--- config.mk ---
export PLATFORM = sky130hd
export DESIGN_NAME = fever_alarm_monitor
export DESIGN_NICKNAME = d
export VERILOG_FILES = /design/src/hw/rtl/fam_pkg.sv /design/src/hw/rtl/fever_alarm_monitor.sv /design/src/hw/rtl/fam_cfg.sv /design/src/hw/rtl/fam_core.sv
export VERILOG_INCLUDE_DIRS = /design/src /design/src/hw/rtl
export SDC_FILE = /design/constraint.sdc
export NUM_CORES = 1
export LEC_CHECK = 0
export BUFFER_PORTS_ARGS = -buffer_cell sky130_fd_sc_hd__buf_2
export CORE_MARGIN = 2
export CORE_UTILIZATION = 45
export CTS_CLUSTER_DIAMETER = 100
export DETAILED_ROUTE_END_ITERATION = 6
export HOLD_SLACK_MARGIN = 0.03
export SETUP_SLACK_MARGIN = 0.02
export SLEW_MARGIN = 20
export SYNTH_ARGS = -nofsm -noshare
export SYNTH_HDL_FRONTEND = slang
export SYNTH_HIERARCHICAL = 1
export SYNTH_SLANG_ARGS = --single-unit
--- constraint.sdc ---
create_clock -name clk -period 12.6 [get_ports clk]
set_clock_uncertainty 0.15 [all_clocks]
set_input_delay 2.52 -clock clk [delete_from_list [all_inputs] [get_ports clk]]
set_output_delay 2.52 -clock clk [all_outputs]
set_load 0.005 [all_outputs]
--- src/hw/rtl/fever_alarm_monitor_assert.svh ---
// Assertion macros used by the fever alarm monitor top level.
`ifndef FEVER_ALARM_MONITOR_ASSERT_SVH
`define FEVER_ALARM_MONITOR_ASSERT_SVH

// Same-cycle implication, checked on every clock edge outside reset.
`define FAM_ASSERT_NOW(label, ante, cons, msg) \
    label: assert property (@(posedge clk) disable iff (!rst_n) (ante) |-> (cons)) \
        else $error(msg);

// Next-cycle implication, checked on every clock edge outside reset.
`define FAM_ASSERT_NEXT(label, ante, cons, msg) \
    label: assert property (@(posedge clk) disable iff (!rst_n) (ante) |=> (cons)) \
        else $error(msg);

`endif

--- src/hw/rtl/fam_pkg.sv ---
// Shared types and constants of the fever alarm monitor.
package fam_pkg;

    // Fixed timing and temperature offset.
    localparam logic [31:0] SETTLE_TICKS = 32'd20000;
    localparam logic [5:0]  TEMP_BASE    = 6'd35;

    // Configuration register indexes.
    localparam int unsigned CFG_INDEX_W = 4;
    localparam int unsigned CFG_DATA_W  = 24;
    localparam logic [CFG_INDEX_W-1:0] CFG_WARN_TEMP        = 4'd0;
    localparam logic [CFG_INDEX_W-1:0] CFG_DANGER_HIGH_TEMP = 4'd1;
    localparam logic [CFG_INDEX_W-1:0] CFG_DANGER_LOW_TEMP  = 4'd2;
    localparam logic [CFG_INDEX_W-1:0] CFG_WARN_DELAY       = 4'd3;
    localparam logic [CFG_INDEX_W-1:0] CFG_REMIND_PERIOD    = 4'd4;
    localparam logic [CFG_INDEX_W-1:0] CFG_REMIND_PULSE     = 4'd5;
    localparam logic [CFG_INDEX_W-1:0] CFG_DANGER_ON        = 4'd6;
    localparam logic [CFG_INDEX_W-1:0] CFG_DANGER_OFF       = 4'd7;

    // Health status codes.
    localparam logic [1:0] HS_NORMAL  = 2'd0;
    localparam logic [1:0] HS_WARNING = 2'd1;
    localparam logic [1:0] HS_DANGER  = 2'd2;

    // Phase of the alert sequencer.
    typedef enum logic [2:0] {
        PH_SETTLE,
        PH_MONITOR,
        PH_REMIND,
        PH_DANGER_ON,
        PH_DANGER_OFF
    } fam_phase_t;

    // Configuration register set.
    typedef struct packed {
        logic [5:0]  warn_temp;
        logic [5:0]  danger_high_temp;
        logic [5:0]  danger_low_temp;
        logic [23:0] warn_delay_ticks;
        logic [23:0] reminder_period_ticks;
        logic [23:0] reminder_pulse_ticks;
        logic [23:0] danger_on_ticks;
        logic [23:0] danger_off_ticks;
    } fam_cfg_t;

    // One tick beat.
    typedef struct packed {
        logic [2:0] adc_lines;
        logic       button_edge;
    } fam_in_t;

    // One result beat.
    typedef struct packed {
        logic       motor_on;
        logic       led_on;
        logic       buzzer_level;
        logic [1:0] health_status;
    } fam_out_t;

endpackage

--- src/hw/rtl/fever_alarm_monitor.sv ---
// Top level of the fever alarm monitor: input register, tick logic, output register.
// One beat on the input channel is one 50 us tick; each tick yields exactly one
// result beat with the motor, LED and buzzer levels and the health status. The
// block takes one tick per clock cycle while out_stall is low. An accepted tick
// moves from the input register to the output register once the output slot is
// free or being emptied. The whole per-tick update is a single pass of compares
// and 32-bit subtractions between those two registers. A new tick can be taken
// while a finished result still waits on the output, as long as the input
// register is empty. Configuration registers are written through cfg_we,
// cfg_index and cfg_data; the user must write them only while no tick is in
// flight, which the block does not enforce. Indexes past 7 are ignored.
`include "fever_alarm_monitor_assert.svh"

module fever_alarm_monitor (
    input  logic                               clk,
    input  logic                               rst_n,
    input  logic                               in_valid,
    output logic                               in_stall,
    input  fam_pkg::fam_in_t                   in_data,
    output logic                               out_valid,
    input  logic                               out_stall,
    output fam_pkg::fam_out_t                  out_data,
    input  logic                               cfg_we,
    input  logic [fam_pkg::CFG_INDEX_W-1:0]    cfg_index,
    input  logic [fam_pkg::CFG_DATA_W-1:0]     cfg_data
);
    import fam_pkg::*;

    logic      in_vld_reg,  in_vld_next;
    fam_in_t   in_data_reg;
    logic      out_vld_reg, out_vld_next;
    fam_out_t  out_data_reg;
    fam_out_t  result;
    fam_cfg_t  cfg;
    logic      in_accept;
    logic      advance;

    fam_cfg u_cfg (
        .clk       (clk),
        .rst_n     (rst_n),
        .cfg_we    (cfg_we),
        .cfg_index (cfg_index),
        .cfg_data  (cfg_data),
        .cfg       (cfg)
    );

    fam_core u_core (
        .clk     (clk),
        .rst_n   (rst_n),
        .tick_en (advance),
        .tick    (in_data_reg),
        .cfg     (cfg),
        .result  (result)
    );

    // A held tick moves on whenever the output slot is free or being emptied.
    assign advance   = in_vld_reg && (!out_vld_reg || !out_stall);
    assign in_stall  = in_vld_reg && !advance;
    assign in_accept = in_valid && !in_stall;

    // Occupancy of both registers.
    always_comb
    begin
        in_vld_next  = in_accept ? 1'b1 : (advance ? 1'b0 : in_vld_reg);
        out_vld_next = advance ? 1'b1 : (out_stall ? out_vld_reg : 1'b0);
    end

    always_ff @(posedge clk or negedge rst_n)
    begin
        if (!rst_n)
        begin
            in_vld_reg  <= 1'b0;
            out_vld_reg <= 1'b0;
        end
        else
        begin
            in_vld_reg  <= in_vld_next;
            out_vld_reg <= out_vld_next;
        end
    end

    // Payload registers.
    always_ff @(posedge clk)
    begin
        if (in_accept)
            in_data_reg <= in_data;
        if (advance)
            out_data_reg <= result;
    end

    assign out_valid = out_vld_reg;
    assign out_data  = out_data_reg;

    // Checks on the beat flow and the result encoding.
    `FAM_ASSERT_NOW(a_no_overwrite, out_vld_reg && out_stall, !advance, "result overwritten while stalled")
    `FAM_ASSERT_NOW(a_stall_only_full, in_stall, in_vld_reg, "input stalled with empty input register")
    `FAM_ASSERT_NEXT(a_advance_fills, advance, out_vld_reg, "processed tick produced no result beat")
    `FAM_ASSERT_NOW(a_status_code, out_vld_reg, out_data_reg.health_status <= HS_DANGER, "undefined health status code")

endmodule

--- src/hw/rtl/fam_cfg.sv ---
// Configuration register file of the fever alarm monitor.
module fam_cfg (
    input  logic                               clk,
    input  logic                               rst_n,
    input  logic                               cfg_we,
    input  logic [fam_pkg::CFG_INDEX_W-1:0]    cfg_index,
    input  logic [fam_pkg::CFG_DATA_W-1:0]     cfg_data,
    output fam_pkg::fam_cfg_t                  cfg
);
    import fam_pkg::*;

    fam_cfg_t cfg_reg;
    fam_cfg_t cfg_next;

    // Write decode; indexes past the list are ignored.
    always_comb
    begin
        cfg_next = cfg_reg;
        if (cfg_we)
        begin
            unique case (cfg_index)
                CFG_WARN_TEMP:        cfg_next.warn_temp             = cfg_data[5:0];
                CFG_DANGER_HIGH_TEMP: cfg_next.danger_high_temp      = cfg_data[5:0];
                CFG_DANGER_LOW_TEMP:  cfg_next.danger_low_temp       = cfg_data[5:0];
                CFG_WARN_DELAY:       cfg_next.warn_delay_ticks      = cfg_data;
                CFG_REMIND_PERIOD:    cfg_next.reminder_period_ticks = cfg_data;
                CFG_REMIND_PULSE:     cfg_next.reminder_pulse_ticks  = cfg_data;
                CFG_DANGER_ON:        cfg_next.danger_on_ticks       = cfg_data;
                CFG_DANGER_OFF:       cfg_next.danger_off_ticks      = cfg_data;
                default:              cfg_next = cfg_reg;
            endcase
        end
    end

    // Registers with their power-on defaults.
    always_ff @(posedge clk or negedge rst_n)
    begin
        if (!rst_n)
        begin
            cfg_reg.warn_temp             <= 6'd38;
            cfg_reg.danger_high_temp      <= 6'd40;
            cfg_reg.danger_low_temp       <= 6'd36;
            cfg_reg.warn_delay_ticks      <= 24'd40000;
            cfg_reg.reminder_period_ticks <= 24'd200000;
            cfg_reg.reminder_pulse_ticks  <= 24'd10000;
            cfg_reg.danger_on_ticks       <= 24'd20000;
            cfg_reg.danger_off_ticks      <= 24'd40000;
        end
        else
        begin
            cfg_reg <= cfg_next;
        end
    end

    assign cfg = cfg_reg;

endmodule

--- src/hw/rtl/fam_core.sv ---
// Per-tick state update of the fever alarm monitor: timers, classifier, alert sequencer.
module fam_core (
    input  logic                clk,
    input  logic                rst_n,
    input  logic                tick_en,
    input  fam_pkg::fam_in_t    tick,
    input  fam_pkg::fam_cfg_t   cfg,
    output fam_pkg::fam_out_t   result
);
    import fam_pkg::*;

    logic [31:0] elapsed_reg,     elapsed_next;
    logic [1:0]  status_reg,      status_next;
    logic        warn_armed_reg,  warn_armed_next;
    logic [31:0] warn_start_reg,  warn_start_next;
    logic [31:0] last_rem_reg,    last_rem_next;
    fam_phase_t  phase_reg,       phase_next;
    logic [31:0] phase_start_reg, phase_start_next;
    logic        buzzer_reg,      buzzer_next;
    logic        motor_reg,       motor_next;
    logic        led_reg,         led_next;

    logic [31:0] t;
    logic [31:0] d_phase;
    logic [31:0] d_warn;
    logic [31:0] d_remind;
    logic [5:0]  temp;

    fam_phase_t  ph_mid;
    logic [31:0] ps_mid;
    logic        clr_motor;
    logic        clr_led;
    logic        sample_en;

    logic [1:0]  st;
    logic        armed;
    logic [31:0] ws;
    logic        remind_fire;

    // Tick time and the elapsed-time differences, all modulo 2^32.
    assign t        = elapsed_reg + 32'd1;
    assign d_phase  = t - phase_start_reg;
    assign d_warn   = t - warn_start_reg;
    assign d_remind = t - last_rem_reg;
    assign temp     = TEMP_BASE + {3'b000, ~tick.adc_lines};

    // End any wait that has run out this tick.
    always_comb
    begin
        ph_mid    = phase_reg;
        ps_mid    = phase_start_reg;
        clr_motor = 1'b0;
        clr_led   = 1'b0;
        unique case (phase_reg)
            PH_SETTLE:
            begin
                if (d_phase >= SETTLE_TICKS)
                    ph_mid = PH_MONITOR;
            end
            PH_REMIND:
            begin
                if (d_phase >= {8'd0, cfg.reminder_pulse_ticks})
                begin
                    clr_motor = 1'b1;
                    clr_led   = 1'b1;
                    ph_mid    = PH_MONITOR;
                end
            end
            PH_DANGER_ON:
            begin
                if (d_phase >= {8'd0, cfg.danger_on_ticks})
                begin
                    clr_motor = 1'b1;
                    ps_mid    = t;
                    // The off wait starts now, so only a zero length ends it too.
                    if (cfg.danger_off_ticks == 24'd0)
                        ph_mid = PH_MONITOR;
                    else
                        ph_mid = PH_DANGER_OFF;
                end
            end
            PH_DANGER_OFF:
            begin
                if (d_phase >= {8'd0, cfg.danger_off_ticks})
                    ph_mid = PH_MONITOR;
            end
            default:
            begin
                ph_mid = PH_MONITOR;
            end
        endcase
    end

    assign sample_en = (ph_mid == PH_MONITOR);

    // Classify the sample.
    always_comb
    begin
        st    = status_reg;
        armed = warn_armed_reg;
        ws    = warn_start_reg;
        if (temp < cfg.danger_low_temp || temp > cfg.danger_high_temp)
            st = HS_DANGER;
        if (temp >= cfg.danger_low_temp && temp <= cfg.warn_temp)
        begin
            st    = HS_NORMAL;
            armed = 1'b0;
        end
        if (temp > cfg.warn_temp && st != HS_DANGER)
        begin
            if (!armed)
            begin
                ws    = t;
                armed = 1'b1;
            end
            // A timer armed on this tick has seen zero ticks so far.
            if ((warn_armed_reg ? d_warn : 32'd0) > {8'd0, cfg.warn_delay_ticks})
                st = HS_WARNING;
        end
        remind_fire = (st == HS_NORMAL) && (d_remind > {8'd0, cfg.reminder_period_ticks});
    end

    // Next phase of the alert sequencer.
    always_comb
    begin
        phase_next       = ph_mid;
        phase_start_next = ps_mid;
        if (sample_en)
        begin
            if (remind_fire)
            begin
                phase_next       = PH_REMIND;
                phase_start_next = t;
            end
            else if (st != HS_NORMAL && st != HS_WARNING)
            begin
                phase_next       = PH_DANGER_ON;
                phase_start_next = t;
            end
        end
    end

    // Drive levels, status and timers.
    always_comb
    begin
        elapsed_next    = t;
        buzzer_next     = buzzer_reg ^ tick.button_edge;
        motor_next      = motor_reg & ~clr_motor;
        led_next        = led_reg & ~clr_led;
        status_next     = status_reg;
        warn_armed_next = warn_armed_reg;
        warn_start_next = warn_start_reg;
        last_rem_next   = last_rem_reg;
        if (sample_en)
        begin
            status_next     = st;
            warn_armed_next = armed;
            warn_start_next = ws;
            case (st)
                HS_NORMAL:
                begin
                    if (remind_fire)
                    begin
                        last_rem_next = t;
                        motor_next    = 1'b1;
                    end
                    else
                    begin
                        motor_next = 1'b0;
                        led_next   = 1'b0;
                    end
                end
                HS_WARNING:
                begin
                    motor_next = 1'b1;
                end
                default:
                begin
                    motor_next = 1'b1;
                    led_next   = 1'b1;
                end
            endcase
        end
    end

    // State registers, updated once per accepted tick.
    always_ff @(posedge clk or negedge rst_n)
    begin
        if (!rst_n)
        begin
            elapsed_reg     <= 32'd0;
            status_reg      <= HS_NORMAL;
            warn_armed_reg  <= 1'b0;
            warn_start_reg  <= 32'd0;
            last_rem_reg    <= 32'd0;
            phase_reg       <= PH_SETTLE;
            phase_start_reg <= 32'd0;
            buzzer_reg      <= 1'b1;
            motor_reg       <= 1'b0;
            led_reg         <= 1'b0;
        end
        else if (tick_en)
        begin
            elapsed_reg     <= elapsed_next;
            status_reg      <= status_next;
            warn_armed_reg  <= warn_armed_next;
            warn_start_reg  <= warn_start_next;
            last_rem_reg    <= last_rem_next;
            phase_reg       <= phase_next;
            phase_start_reg <= phase_start_next;
            buzzer_reg      <= buzzer_next;
            motor_reg       <= motor_next;
            led_reg         <= led_next;
        end
    end

    // Result of this tick: the register values after the update.
    assign result.motor_on      = motor_next;
    assign result.led_on        = led_next;
    assign result.buzzer_level  = buzzer_next;
    assign result.health_status = status_next;

endmodule

# Word-level counts from Yosys, hierarchy flattened

Index checks and enable logic that the tools add are counted.

Register bits: 286
Bits of input ports: 37
Output and inout port bits: 7
Logic and storage cells: 130

$add $sub $neg: 5
Order comparisons: 11
Equal/unequal tests: 15
Multiplexer cells: 36
Bitwise logic cells: 7
Reductions and logical operators: 30

Operators by type and width:

| operator                | count |
|---|---|
| $mux W32                | 6 |
| $ge A32 B24 Y1          | 3 |
| $sub A32 B32 Y32        | 3 |
| $gt A32 B24 Y1          | 2 |
| $add A32 B1 Y32 const B | 1 |
| $ge A32 B15 Y1 const B  | 1 |
| $logic_not A24 Y1       | 1 |
| $mux W3                 | 8 |
| $reduce_and A2 Y1       | 9 |
| $eq A4 B3 Y1 const B    | 4 |
| $mux W1                 | 14 |
| $gt A6 B6 Y1            | 2 |
| $pmux W3 S4             | 1 |
| $mux W2                 | 5 |
| $eq A4 B2 Y1 const B    | 2 |
| $reduce_and A4 Y1       | 2 |
| $logic_and A1 B1 Y1     | 7 |
| $add A6 B3 Y6 const A   | 1 |
| $eq A3 B2 Y1 const B    | 2 |
| $ge A6 B6 Y1            | 1 |
| $le A6 B6 Y1            | 1 |
| $lt A6 B6 Y1            | 1 |
| $eq A4 B1 Y1 const B    | 1 |
| $logic_not A1 Y1        | 4 |
| other kinds (15)        | 22 |

# Logic depth before layout (Yosys ltp)

Gate-level depths: netlist of run 1.

Depth after elaboration: 14
Depth in mapped cells: 32
Depth with buffers taken out: 30

# Hierarchy

The synthesis of run 1 kept the hierarchy.

By module, submodules not included:

| module              | times used | cells an instance | area an instance (µm²) | sequential area each (µm²) |
|---|---|---|---|---|
| fam_core            | 1          | 1915              | 15670.0                | 3429.5 |
| fam_cfg             | 1          | 302               | 5291.3                 | 3494.6 |
| fever_alarm_monitor | 1          | 17                | 362.8                  | 320.3 |

# Least setup slack after synthesis of run 1

No wires, ideal clock.

Kind: reg2reg
Start point: register u_core.elapsed_reg[0]
End point: register u_core.warn_start_reg[13]
Setup time: 0.125 ns
Data arrival time: 6.796 ns
Setup slack: 5.529 ns
Cell stages (with the launch flop): 28
Path buffers: 3
Period minus slack after synthesis: 7.071 ns
Path through: dfrtp_1 ha_1 and3_2 and3_1 and2_1 clkbuf_1 and3_2 and3_2 nand3_1 xnor2_1 ha_1 buf_2 nand4_1 or4_1 o21bai_1 a221oi_1 ha_1 a21o_1 a21o_1 a211oi_1 o211ai_1 o21ai_0 o21ba_2 or4_4 and3_1 nand4_1 buf_2 mux2_2

Cells in the longest elaborated chain, start to end: 7

RTL lines:

| element                                | line            | RTL |
|---|---|---|
| start: declaration                     | fam_core.sv:12  | `logic [31:0] elapsed_reg, elapsed_next;` |
| start signal: assignment               | fam_core.sv:204 | `elapsed_reg <= elapsed_next;` |
| $add A32 B1 Y32 (*)                    | fam_core.sv:41  | `assign t = elapsed_reg + 32'd1;` |
| net u_core.elapsed_next[18]            | fam_core.sv:12  |  |
| $sub A32 B32 Y32 (*)                   | fam_core.sv:42  | `assign d_phase = t - phase_start_reg;` |
| $ge A32 B24 Y1 (tied with other cells) | fam_core.sv:84  | `if (d_phase >= {8'd0, cfg.danger_off_ticks})` |
| $mux W3, on equally long branches      | n/a             |  |
| $pmux W3 S4 (*)                        | fam_core.sv:54  | `unique case (phase_reg)` |
| $eq A3 B1 Y1 (*)                       | fam_core.sv:94  | `assign sample_en = (ph_mid == PH_MONITOR);` |
| $reduce_and A4 Y1 (no source line) (*) | n/a             |  |
| end signal: assignment                 | fam_core.sv:207 | `warn_start_reg <= warn_start_next;` |
| end: declaration                       | fam_core.sv:15  | `logic [31:0] warn_start_reg, warn_start_next;` |

The timed path passes the listed nets; every way through them passes the cells marked *.
A chain may end at the register's enable or synchronous reset.

# Final worst setup path of run 1

Start point: register u_core.elapsed_reg[0]
End point: register u_core.last_rem_reg[31]

Cells in the longest elaborated chain, start to end: 9

RTL lines:

| element                                | line                             | RTL |
|---|---|---|
| $add A32 B1 Y32 (*)                    | fam_core.sv:41                   |  |
| net u_core.elapsed_next[14]            | fam_core.sv:12                   |  |
| $sub A32 B32 Y32                       | fam_core.sv:43                   | `assign d_warn = t - warn_start_reg;` |
| $mux W32                               | fam_core.sv:117                  | `if ((warn_armed_reg ? d_warn : 32'd0) > {8'd0, cfg.warn_delay_ticks})` |
| $gt A32 B24 Y1                         | fam_core.sv:117                  |  |
| $mux W2                                | fam_core.sv:117                  |  |
| $mux W2                                | fam_core.sv:109                  | `if (temp > cfg.warn_temp && st != HS_DANGER)` |
| $logic_not A2 Y1                       | fam_core.sv:120, fam_core.sv:159 |  |
| $logic_and A1 B1 Y1                    | fam_core.sv:120                  | `remind_fire = (st == HS_NORMAL) && (d_remind > {8'd0, cfg.reminder_period_ticks});` |
| $reduce_and A4 Y1 (no source line) (*) | n/a                              |  |
| end signal: assignment                 | fam_core.sv:208                  | `last_rem_reg <= last_rem_next;` |
| end: declaration                       | fam_core.sv:16                   | `logic [31:0] last_rem_reg, last_rem_next;` |

Marks and branches as above.

==> results of run 1 <==
placed cells by master (no fill, tap or decap), types with 34 or more instances in the layout:
cell / n
mux2_2: 165
nand2_1: 126
inv_1: 248
dfrtp_1: 243
dfstp_2: 34
nor2_1: 107
xor2_1: 45
nand3_1: 59
ha_1: 227
clkbuf_16: 36
xnor2_1: 93
nor3_1: 59
nand4_1: 54
a21o_1: 62
a21oi_1: 160
o21ai_0: 93
buf_2: 42
area by class of cell:
class,instances,area (um^2),share of cell area (%)
Antenna cell,2,5.00,0.0215
Clock inverter,10,115,0.495
Tap cell,607,759,3.27
Timing Repair Buffer,73,454,1.95
Multi-Input combinational cell,1624,12700,54.8
Inverter,250,938,4.04
Clock buffer,53,995,4.28
Sequential cell,286,7240,31.2
worst max-delay path: cells and delay by family, from the launching register on:
| kind | cells | cell delay [ps] |
|---|---|---|
| simple gates | 10 | 3020 |
| compound gates | 8 | 2700 |
| xor+xnor | 2 | 1000 |
| fa+ha+maj | 3 | 940 |
| flops | 1 | 580 |
| buf+inv | 1 | 510 |
| mux | 1 | 280 |
power breakdown:
group          switching (mW)  leakage [nW]  internal [mW]
Clock                   0.405         0.545          0.588
Combinational            2.56          7.19           1.70
Sequential              0.130          3.50           1.15
Total                    3.10          11.2           3.44
cell families after synthesis:
logic type                 count (synthesis)  synth area share, %
and+or+nand+nor                          555                 13.8
AOI/OAI and AO/OA                        493                 15.0
buffers and inverters                    324                 6.39
DFF                                      286                 34.0
adders and majority gates                230                 13.6
muxes                                    207                 11.4
xor gates and xnor gates                 139                 5.80
Yosys cell counts, types with 7 or more instances:
master	count	area, um^2
a211o_1	8	70.1
a211oi_1	19	143
a21o_1	62	465
a21oi_1	160	801
a31oi_1	15	93.8
and2_1	10	62.6
and3_1	17	106
and3_2	7	52.6
and4_1	12	105
buf_4	10	75.1
buf_6	9	101
clkbuf_1	42	158
dfrtp_1	243	6080
dfstp_2	34	893
edfxtp_1	9	270
ha_1	227	2840
inv_1	248	931
mux2_1	8	90.1
mux2_2	165	1860
mux2_4	28	420
nand2_1	126	473
nand2b_1	20	125
nand3_1	59	295
nand4_1	54	338
nor2_1	107	402
nor2b_1	16	100
nor3_1	59	295
nor4_1	11	68.8
o2111ai_1	7	61.3
o211ai_1	22	165
o21a_1	19	143
o21ai_0	93	465
o21bai_1	12	90.1
or2_2	7	43.8
or3_1	7	43.8
xnor2_1	93	815
xor2_1	45	394
per-layer routing:
| layer | GRT usage [%] | share of wire, % | vias up |
|---|---|---|---|
| li1 | - | - | 8042 |
| met1 | 34.0 | 47 | 8338 |
| met2 | 39.0 | 45 | 465 |
| met3 | 2.70 | 4.7 | 104 |
| met4 | 8.17 | 3.3 | 0 |
| met5 | 0 | 0 | - |
metrics by stage:
step	power (mW)	instances
5_1_grt	7.08	2903
3_3_place_gp	5.39	2840
4_1_cts	6.53	2903
3_5_place_dp	5.49	2840
6_report	6.54	2905
2_1_floorplan	4.25	2234
worst max-delay path by stage:
stage / slack (ps) / cells past startpoint / endpoint
global placement: 3730 / 25 / u_core/phase_start_reg[3]
floorplan: 5530 / 27 / u_core/warn_start_reg[13]
global route: 2580 / 25 / u_core/phase_start_reg[3]
finish: 3280 / 25 / u_core/last_rem_reg[31]
detailed placement: 3330 / 25 / u_core/last_rem_reg[31]
CTS: 3300 / 25 / u_core/last_rem_reg[31]
==> impl_metrics.json, run 1 <==
{
  "synth_cell_types": 98,
  "die_h_um": 222,
  "power_density_mw_per_mm2": 281,
  "fin_crit_sh_pct": 74.0,
  "setup.worst_path.end_class": "register",
  "min_path_type": "reg -> reg",
  "slew_violations": 0,
  "grt_max_degree": 80,
  "hold_ws_ps": 337,
  "die_w_um": 222,
  "drcViolationCount": 6,
  "synth-seq-cells": 286,
  "ir_worst_vdd_uv": 136,
  "cp_slowest_cell": "o311ai_0",
  "worstSetupPathType": "reg -> reg",
  "finalHoldViolations": 0,
  "grt_use_total_pct": 24.3,
  "startpoint": "u_core/elapsed_reg[0]",
  "drt_wl_total_um": 59700,
  "leakage_nw": 11.2,
  "antenna_found_initial": 1,
  "path_clk_slew_ps": 60,
  "slew_headroom_pct": 24.9,
  "vias_per_cell": 5.83,
  "synth_ff_type": "dfrtp_1",
  "ctsResizeCount": 0,
  "syn_area_per_cell_um2": 9.55,
  "max_freq_mhz": 107,
  "synth-edff-count": 9,
  "crit_arrival_ps": 9610,
  "dpl_cell_area_mm2": 0.0221,
  "cts.sinks": 286,
  "clockBufferDepth": 3,
  "cpPeakStageDelay_ps": 920,
  "finalSetupViolCount": 0,
  "reg2reg_setup_slack_ps": 3280,
  "cts_setup_buffers": 0,
  "first_iter_violations": 1291,
  "drive_gt1_share_pct": 17.5,
  "cts.root.buffer_cell": "clkbuf_16",
  "synth_nets": 2501,
  "clk_latency_ps": 550,
  "drt.antenna.violating_nets": 0,
  "first_pass_iters": 7,
  "min_to": "u_cfg/cfg[41]",
  "stdcell_area_mm2": 0.0232,
  "areaGrowthSynthToFinish_pct": 8.99,
  "place_congestion": 1.03,
  "grt_pass1_vias": 16547,
  "cts_hold_buf": 0,
  "place_ws_ps": 3330,
  "core_mm2": 0.0467,
  "cts_max_level": 2,
  "status": "finished, violations left",
  "timing.rr.start": "u_core/elapsed_reg[0]",
  "largest_register_ffs": 138,
  "fill_cells": 4420,
  "drv_cap": 0,
  "route.vias.total": 16949,
  "numPortBuffers": 43,
  "rsz0062_at_grt": "no",
  "dp_hpwl_um": 46400,
  "initial_core_util_pct": 45.7,
  "detail_route.wl_per_cell_um": 20.6,
  "pin_count": 44,
  "ys_seq_area_share_pct": 34.0,
  "num_rows": 79,
  "yosys_warnings": 6,
  "tns_ps": 0,
  "postSynth.asyncResetShare_pct": 96.9,
  "r2r_end": "u_core/last_rem_reg[31]",
  "synth_area_mm2": 0.0213,
  "tightest_slew_ps": 1110,
  "die-area_mm2": 0.0491,
  "rr_worst_depth": 25,
  "final_core_util_pct": 49.8,
  "min_path_cells": 1,
  "cts_buffers": 35,
  "grt-ovfl-total": 0,
  "start_kind": "register",
  "final.setup.worst_slack_ps": 3280,
  "cp.required_ps": 12890,
  "grt_pass1_wl_um": 94300,
  "nets": 2537,
  "violations": "design-rule violations",
  "worst-path-max-fanout": 19,
  "min_from": "u_cfg/cfg[41]",
  "synthCells": 2234,
  "cts_tree": "built",
  "layout_min_cycle_time_ps": 9320
}
(Power assumes the default switching activity.)
==> run 2, diff against run 1 <==
ABC_AREA = 1   (was not set)
clock period = 7.7 ns   (was 12.6 ns; I/O delays follow)
==> run 2 against run 1 <==
  * The run now ends clean
  * Die area is 12% higher
  * Maximum frequency is 34% higher
  * Cell area is 12% higher
  * Wire length is 26% higher
  * Register-to-register slack worse by 2500 ps
  * Sequential power is 73% higher
  * First-iteration DRC count is 59% higher
  * Non-clock buffer count is 2 higher
  * Clock-buffer cell count is 1 higher
  * Synthesized cell count is 65% higher
  * Hold slack worse by 26 ps
==> impl_metrics.json, run 2 <==
{
  "status": "finished, final reports clean",
  "reg2reg_setup_slack_ps": 730,
  "nets": 3969,
  "drive_gt1_share_pct": 5.58,
  "yosysTopAreaCell": "dfrtp_1",
  "min_to": "u_cfg/cfg[136]",
  "finalHoldViolations": 0,
  "synth-edff-count": 9,
  "die-area_mm2": 0.0551,
  "dpl_cell_area_mm2": 0.0248,
  "worstSetupPathType": "reg -> reg",
  "drv_cap": 0,
  "worst-path-max-fanout": 32,
  "synth_area_mm2": 0.0240,
  "min_from": "u_cfg/cfg[136]",
  "cts.root.buffer_cell": "clkbuf_16",
  "die_h_um": 235,
  "vias_per_cell": 5.13,
  "drcViolationCount": 0,
  "setup.worst_path.end_class": "register",
  "cts_hold_buf": 0,
  "core_mm2": 0.0527,
  "detail_route.wl_per_cell_um": 17.1,
  "grt_max_degree": 171,
  "ir_worst_vdd_uv": 253,
  "total_power_mw": 13.2,
  "initial_core_util_pct": 45.5,
  "power_density_mw_per_mm2": 506,
  "finalSetupViolCount": 0,
  "leakage_nw": 14.5,
  "r2r_end": "u_core/last_rem_reg[3]",
  "cts.sinks": 286,
  "seqCellArea_mm2": 0.00724,
  "cp.required_ps": 8050,
  "num_rows": 84,
  "max_freq_mhz": 144,
  "fill_cells": 5472,
  "pin_count": 44,
  "grt_pass1_vias": 20841,
  "route.vias.total": 22689,
  "multi_input_area_mm2": 0.0139,
  "stdcell_area_mm2": 0.0261,
  "areaGrowthSynthToFinish_pct": 8.92,
  "rsz0062_at_grt": "no",
  "tightest_slew_ps": 1040,
  "yosys_warnings": 6,
  "clk_latency_ps": 570,
  "largest_register_ffs": 138,
  "postSynth.asyncResetShare_pct": 96.9,
  "synth_ff_type": "dfrtp_1",
  "dp_hpwl_um": 58600,
  "antenna_found_initial": 1,
  "yosysTopAreaCellShare_pct": 25.4,
  "drt.antenna.violating_nets": 0,
  "synth_cell_types": 53,
  "tns_ps": 0,
  "die_w_um": 235,
  "layout_commonest_cell": "nand2_1",
  "final_cell_mix": "nand2_1 (1423), inv_1 (637), dfrtp_1 (243)",
  "first_iter_violations": 2058,
  "fin_crit_sh_pct": 90.5,
  "timing.rr.start": "u_core/elapsed_reg[0]",
  "grt_use_total_pct": 27.1,
  "first_pass_iters": 6,
  "place_congestion": 0.970,
  "synth-seq-cells": 286,
  "min_path_cells": 2,
  "cts_max_level": 2,
  "cts_tree": "built",
  "synthCells": 3679,
  "slew_violations": 0,
  "drt_wl_total_um": 75500,
  "grt-ovfl-total": 0,
  "min_path_type": "reg -> reg",
  "cts_buffers": 36,
  "yosysMostFrequentCell": "nand2_1",
  "ys_seq_area_share_pct": 30.2,
  "layout_min_cycle_time_ps": 6970,
  "clockBufferDepth": 3,
  "path_clk_slew_ps": 60,
  "cp_slowest_cell": "dfrtp_1",
  "crit_arrival_ps": 7320,
  "synth_common_cells": "nand2_1 (1424), inv_1 (637), dfrtp_1 (243)",
  "cpPeakStageDelay_ps": 540,
  "synth_area_leaders": "dfrtp_1 (25%), nand2_1 (22%), ha_1 (12%)",
  "synth_nets": 3946,
  "path_common_cell": "nand2_1",
  "numPortBuffers": 43,
  "rr_worst_depth": 36,
  "slew_headroom_pct": 30.8,
  "grt_pass1_wl_um": 118000,
  "start_kind": "register",
  "syn_area_per_cell_um2": 6.52
}
[run 2: worst max-delay path, delay by kind of cell, from the launching register on]
| kind | cells | cell delay (ps) |
|---|---|---|
| simple gates | 22 | 3180 |
| fa+ha+maj | 3 | 1000 |
| buf+inv | 5 | 740 |
| compound gates | 4 | 740 |
| flops | 1 | 540 |
| xor+xnor | 2 | 510 |
[run 2: stage by stage]
| stage | cells | setup WS, ps | hold slack [ps] | util [%] |
|---|---|---|---|---|
| 6_report | 4419 | 731 | 311 | 49.6 |
| 5_1_grt | 4418 | 88.8 | 328 | 49.6 |
| 4_1_cts | 4418 | 620 | 314 | 49.5 |
| 3_5_place_dp | 4352 | 658 | 305 | 47.2 |
| 3_3_place_gp | 4352 | 683 | 296 | 47.2 |
| 2_1_floorplan | 3679 | 2520 | 283 | - |
[run 2: per-layer routing]
layer  vias up  track usage (%)  part of all wire [%]
met5         -                0                     0
li1      11575                -                     -
met4         0             7.92                   3.0
met3       109             4.15                   6.7
met1     10344             39.6                    47
met2       661             41.4                    43
[run 2: kinds of logic (layout without fill, tap and decap cells)]
group | Yosys count | after routing | synth area share [%]
simple gates | 1941 | 1941 | 33.4
buf+inv | 729 | 780 | 12.0
compound gates | 438 | 438 | 10.3
flops | 286 | 286 | 30.2
fa+ha+maj | 230 | 230 | 12.1
xor+xnor | 55 | 55 | 2.01
other cells | 0 | 1 | 0
[run 2: cell type report]
| class | count | area share (%) |
|---|---|---|
| multi-input combinational | 2664 | 53.2 |
| clock inverter | 12 | 0.762 |
| clock buffer | 54 | 3.98 |
| sequential | 286 | 27.7 |
| tap | 688 | 3.30 |
| inverter | 639 | 9.19 |
| timing repair buffer | 75 | 1.83 |
| antenna | 1 | 0.00958 |
[run 2: how the worst max path moves through the flow]
stage / startpoint / to / cells after the start
2_1_floorplan: u_core/elapsed_reg[0] / out_data[3] / 34
4_1_cts: u_core/elapsed_reg[0] / u_core/phase_start_reg[15] / 33
5_1_grt: u_core/elapsed_reg[0] / u_core/phase_start_reg[6] / 36
3_5_place_dp: u_core/elapsed_reg[0] / u_core/phase_start_reg[15] / 33
6_report: u_core/elapsed_reg[0] / u_core/last_rem_reg[3] / 36
3_3_place_gp: u_core/elapsed_reg[0] / u_core/phase_start_reg[3] / 33
[run 2: where the power goes]
part / switching [mW] / internal [mW] / total (mW) / leakage, nW
clock network: 0.708 / 1.08 / 1.78 / 0.594
registers: 0.288 / 1.94 / 2.22 / 3.56
logic: 6.09 / 3.10 / 9.19 / 10.3
total: 7.08 / 6.12 / 13.2 / 14.5
[run 2: timing repair]
action,CTS,global route
setup buffers,0,0
hold endpoints to repair,0,0
endpoints found under the setup margin,0,22
resized for setup,0,2
==> run 3, diff against run 2 <==
==> constraint.sdc (replaced) <==
create_clock -name clk -period 7.7 [get_ports clk]
set_clock_uncertainty 0.15 [all_clocks]
set_input_delay 0.385 -clock clk [delete_from_list [all_inputs] [get_ports clk]]
set_output_delay 0.385 -clock clk [all_outputs]
set_load 0.005 [all_outputs]
==> run 3 against run 2 <==
  * Cell area is 1.3% higher
  * Wire length is 1.1% higher
  * Clock power hardly changed
  * Hold slack worse by 160 ps
  * First-iteration DRC count is 9.7% lower
  * Global-route usage is 0.19 points higher
  * Clock-buffer cell count stayed put
  * Cell count is 0.77% higher
  * Combinational power hardly changed
  * Critical path type unchanged
  * Largest power group unchanged
==> impl_metrics.json, run 3 (synthesis gave the netlist of run 2 again) <==
{
  "stdcell_area_mm2": 0.0265,
  "total_power_mw": 13.2,
  "min_to": "u_cfg/cfg[133]",
  "fin_crit_sh_pct": 90.3,
  "hold_ws_ps": 146,
  "slew_headroom_pct": 28.8,
  "cts_setup_buffers": 0,
  "leakage_nw": 14.6,
  "status": "finished, final reports clean",
  "drcViolationCount": 0,
  "cp_slowest_cell": "dfrtp_1",
  "cts_max_level": 2,
  "start_kind": "register",
  "place_congestion": 0.970,
  "path_clk_slew_ps": 60,
  "grt_pass1_vias": 21050,
  "route.vias.total": 22866,
  "setup.worst_path.end_class": "register",
  "max_freq_mhz": 144,
  "r2r_end": "u_core/last_rem_reg[3]",
  "min_from": "cfg_we",
  "dpl_cell_area_mm2": 0.0248,
  "pin_count": 44,
  "core_mm2": 0.0527,
  "fill_cells": 5439,
  "drt.antenna.violating_nets": 0,
  "cp.required_ps": 8050,
  "numPortBuffers": 43,
  "p_sw_share_pct": 53.7,
  "rsz0062_at_grt": "no",
  "vias_per_cell": 5.13,
  "p_comb_share_pct": 69.7,
  "layout_min_cycle_time_ps": 6960,
  "drt_wl_total_um": 76300,
  "cpPeakStageDelay_ps": 540,
  "cts.root.buffer_cell": "clkbuf_16",
  "layout_commonest_cell": "nand2_1",
  "final_cell_mix": "nand2_1 (1423), inv_1 (637), dfrtp_1 (243)",
  "grt_pass1_wl_um": 119000,
  "die_w_um": 235,
  "clockBufferDepth": 3,
  "cts_buffers": 36,
  "worstSetupPathType": "reg -> reg",
  "cts_tree": "built",
  "power_density_mw_per_mm2": 500,
  "areaGrowthSynthToFinish_pct": 10.4,
  "drive_gt1_share_pct": 5.52,
  "min_path_type": "in -> reg",
  "reg2reg_setup_slack_ps": 740,
  "p_sw_mw": 7.10,
  "seqCellArea_mm2": 0.00724,
  "n_antenna_cell": 0,
  "tightest_slew_ps": 1070,
  "slew_violations": 0,
  "crit_arrival_ps": 7310,
  "tns_ps": 0,
  "cts.sinks": 286,
  "grt_max_degree": 171,
  "place_ws_ps": 658,
  "worst-path-max-fanout": 32,
  "nets": 4004,
  "num_rows": 84,
  "dpl.cell_count": 4352,
  "final.setup.worst_slack_ps": 744,
  "antenna_found_initial": 2,
  "drv_cap": 0,
  "startpoint": "u_core/elapsed_reg[0]",
  "min_path_cells": 3,
  "rr_worst_depth": 36,
  "detail_route.wl_per_cell_um": 17.1,
  "die-area_mm2": 0.0551,
  "initial_core_util_pct": 45.5,
  "ir_worst_vdd_uv": 253,
  "first_pass_iters": 6,
  "instances_no_fill": 4453,
  "p_seq_share_pct": 16.8,
  "p_int_mw": 6.13,
  "final_core_util_pct": 50.3,
  "path_common_cell": "nand2_1",
  "largest_register_ffs": 138,
  "clk_latency_ps": 570,
  "die_h_um": 235,
  "grt_use_total_pct": 27.3,
  "finalSetupViolCount": 0,
  "multi_input_area_mm2": 0.0139,
  "clkPwrFrac_pct": 13.5,
  "timing.rr.start": "u_core/elapsed_reg[0]",
  "finalHoldViolations": 0,
  "first_iter_violations": 1859,
  "dp_hpwl_um": 58600,
  "grt-ovfl-total": 0
}
-- run 3: worst max-delay path: cells and delay by family, from the launching register on --
family	cells	cell delay, ps
and+or+nand+nor	22	3160
adders and majority gates	3	990
AOI/OAI and AO/OA	4	760
buffers and inverters	5	750
DFF	1	540
xor gates and xnor gates	2	490
-- run 3: power groups by stage --
stage / logic, mW / registers [mW] / clock network [mW]
after global placement: 9.01 / 2.24 / 0
after detailed placement: 9.05 / 2.24 / 0
final: 9.22 / 2.23 / 1.79
after global routing: 10.5 / 2.28 / 1.88
after floorplan: 6.61 / 2.15 / 0
after CTS: 9.12 / 2.22 / 1.83
-- run 3: timing repair --
item | 4_1_cts | 5_1_grt
setup endpoints to repair | 0 | 22
gates resized for setup | 0 | 2
hold endpoints to repair | 195 | 0
hold buffers | 35 | 0
-- run 3: final cells by class --
type / instances / area share (%)
clock buffers: 54 / 3.93
clock inverters: 12 / 0.752
multi-input cells: 2664 / 52.5
repair buffers: 110 / 3.13
flip-flops and latches: 286 / 27.4
inverters: 639 / 9.06
well taps: 688 / 3.25
-- run 3: worst max-delay path by stage --
stage / endpoint
floorplan: out_data[3]
global placement: u_core/phase_start_reg[3]
detailed placement: u_core/phase_start_reg[15]
CTS: u_core/phase_start_reg[15]
global route: u_core/phase_start_reg[6]
finish: u_core/last_rem_reg[3]
-- run 3: per-layer routing --
layer	global-route usage [%]	routed length (um)	up-vias
li1	-	-	11641
met1	39.7	36100	10458
met2	41.9	33000	655
met3	4.14	4970	112
met4	7.90	2290	0
met5	0	0	-
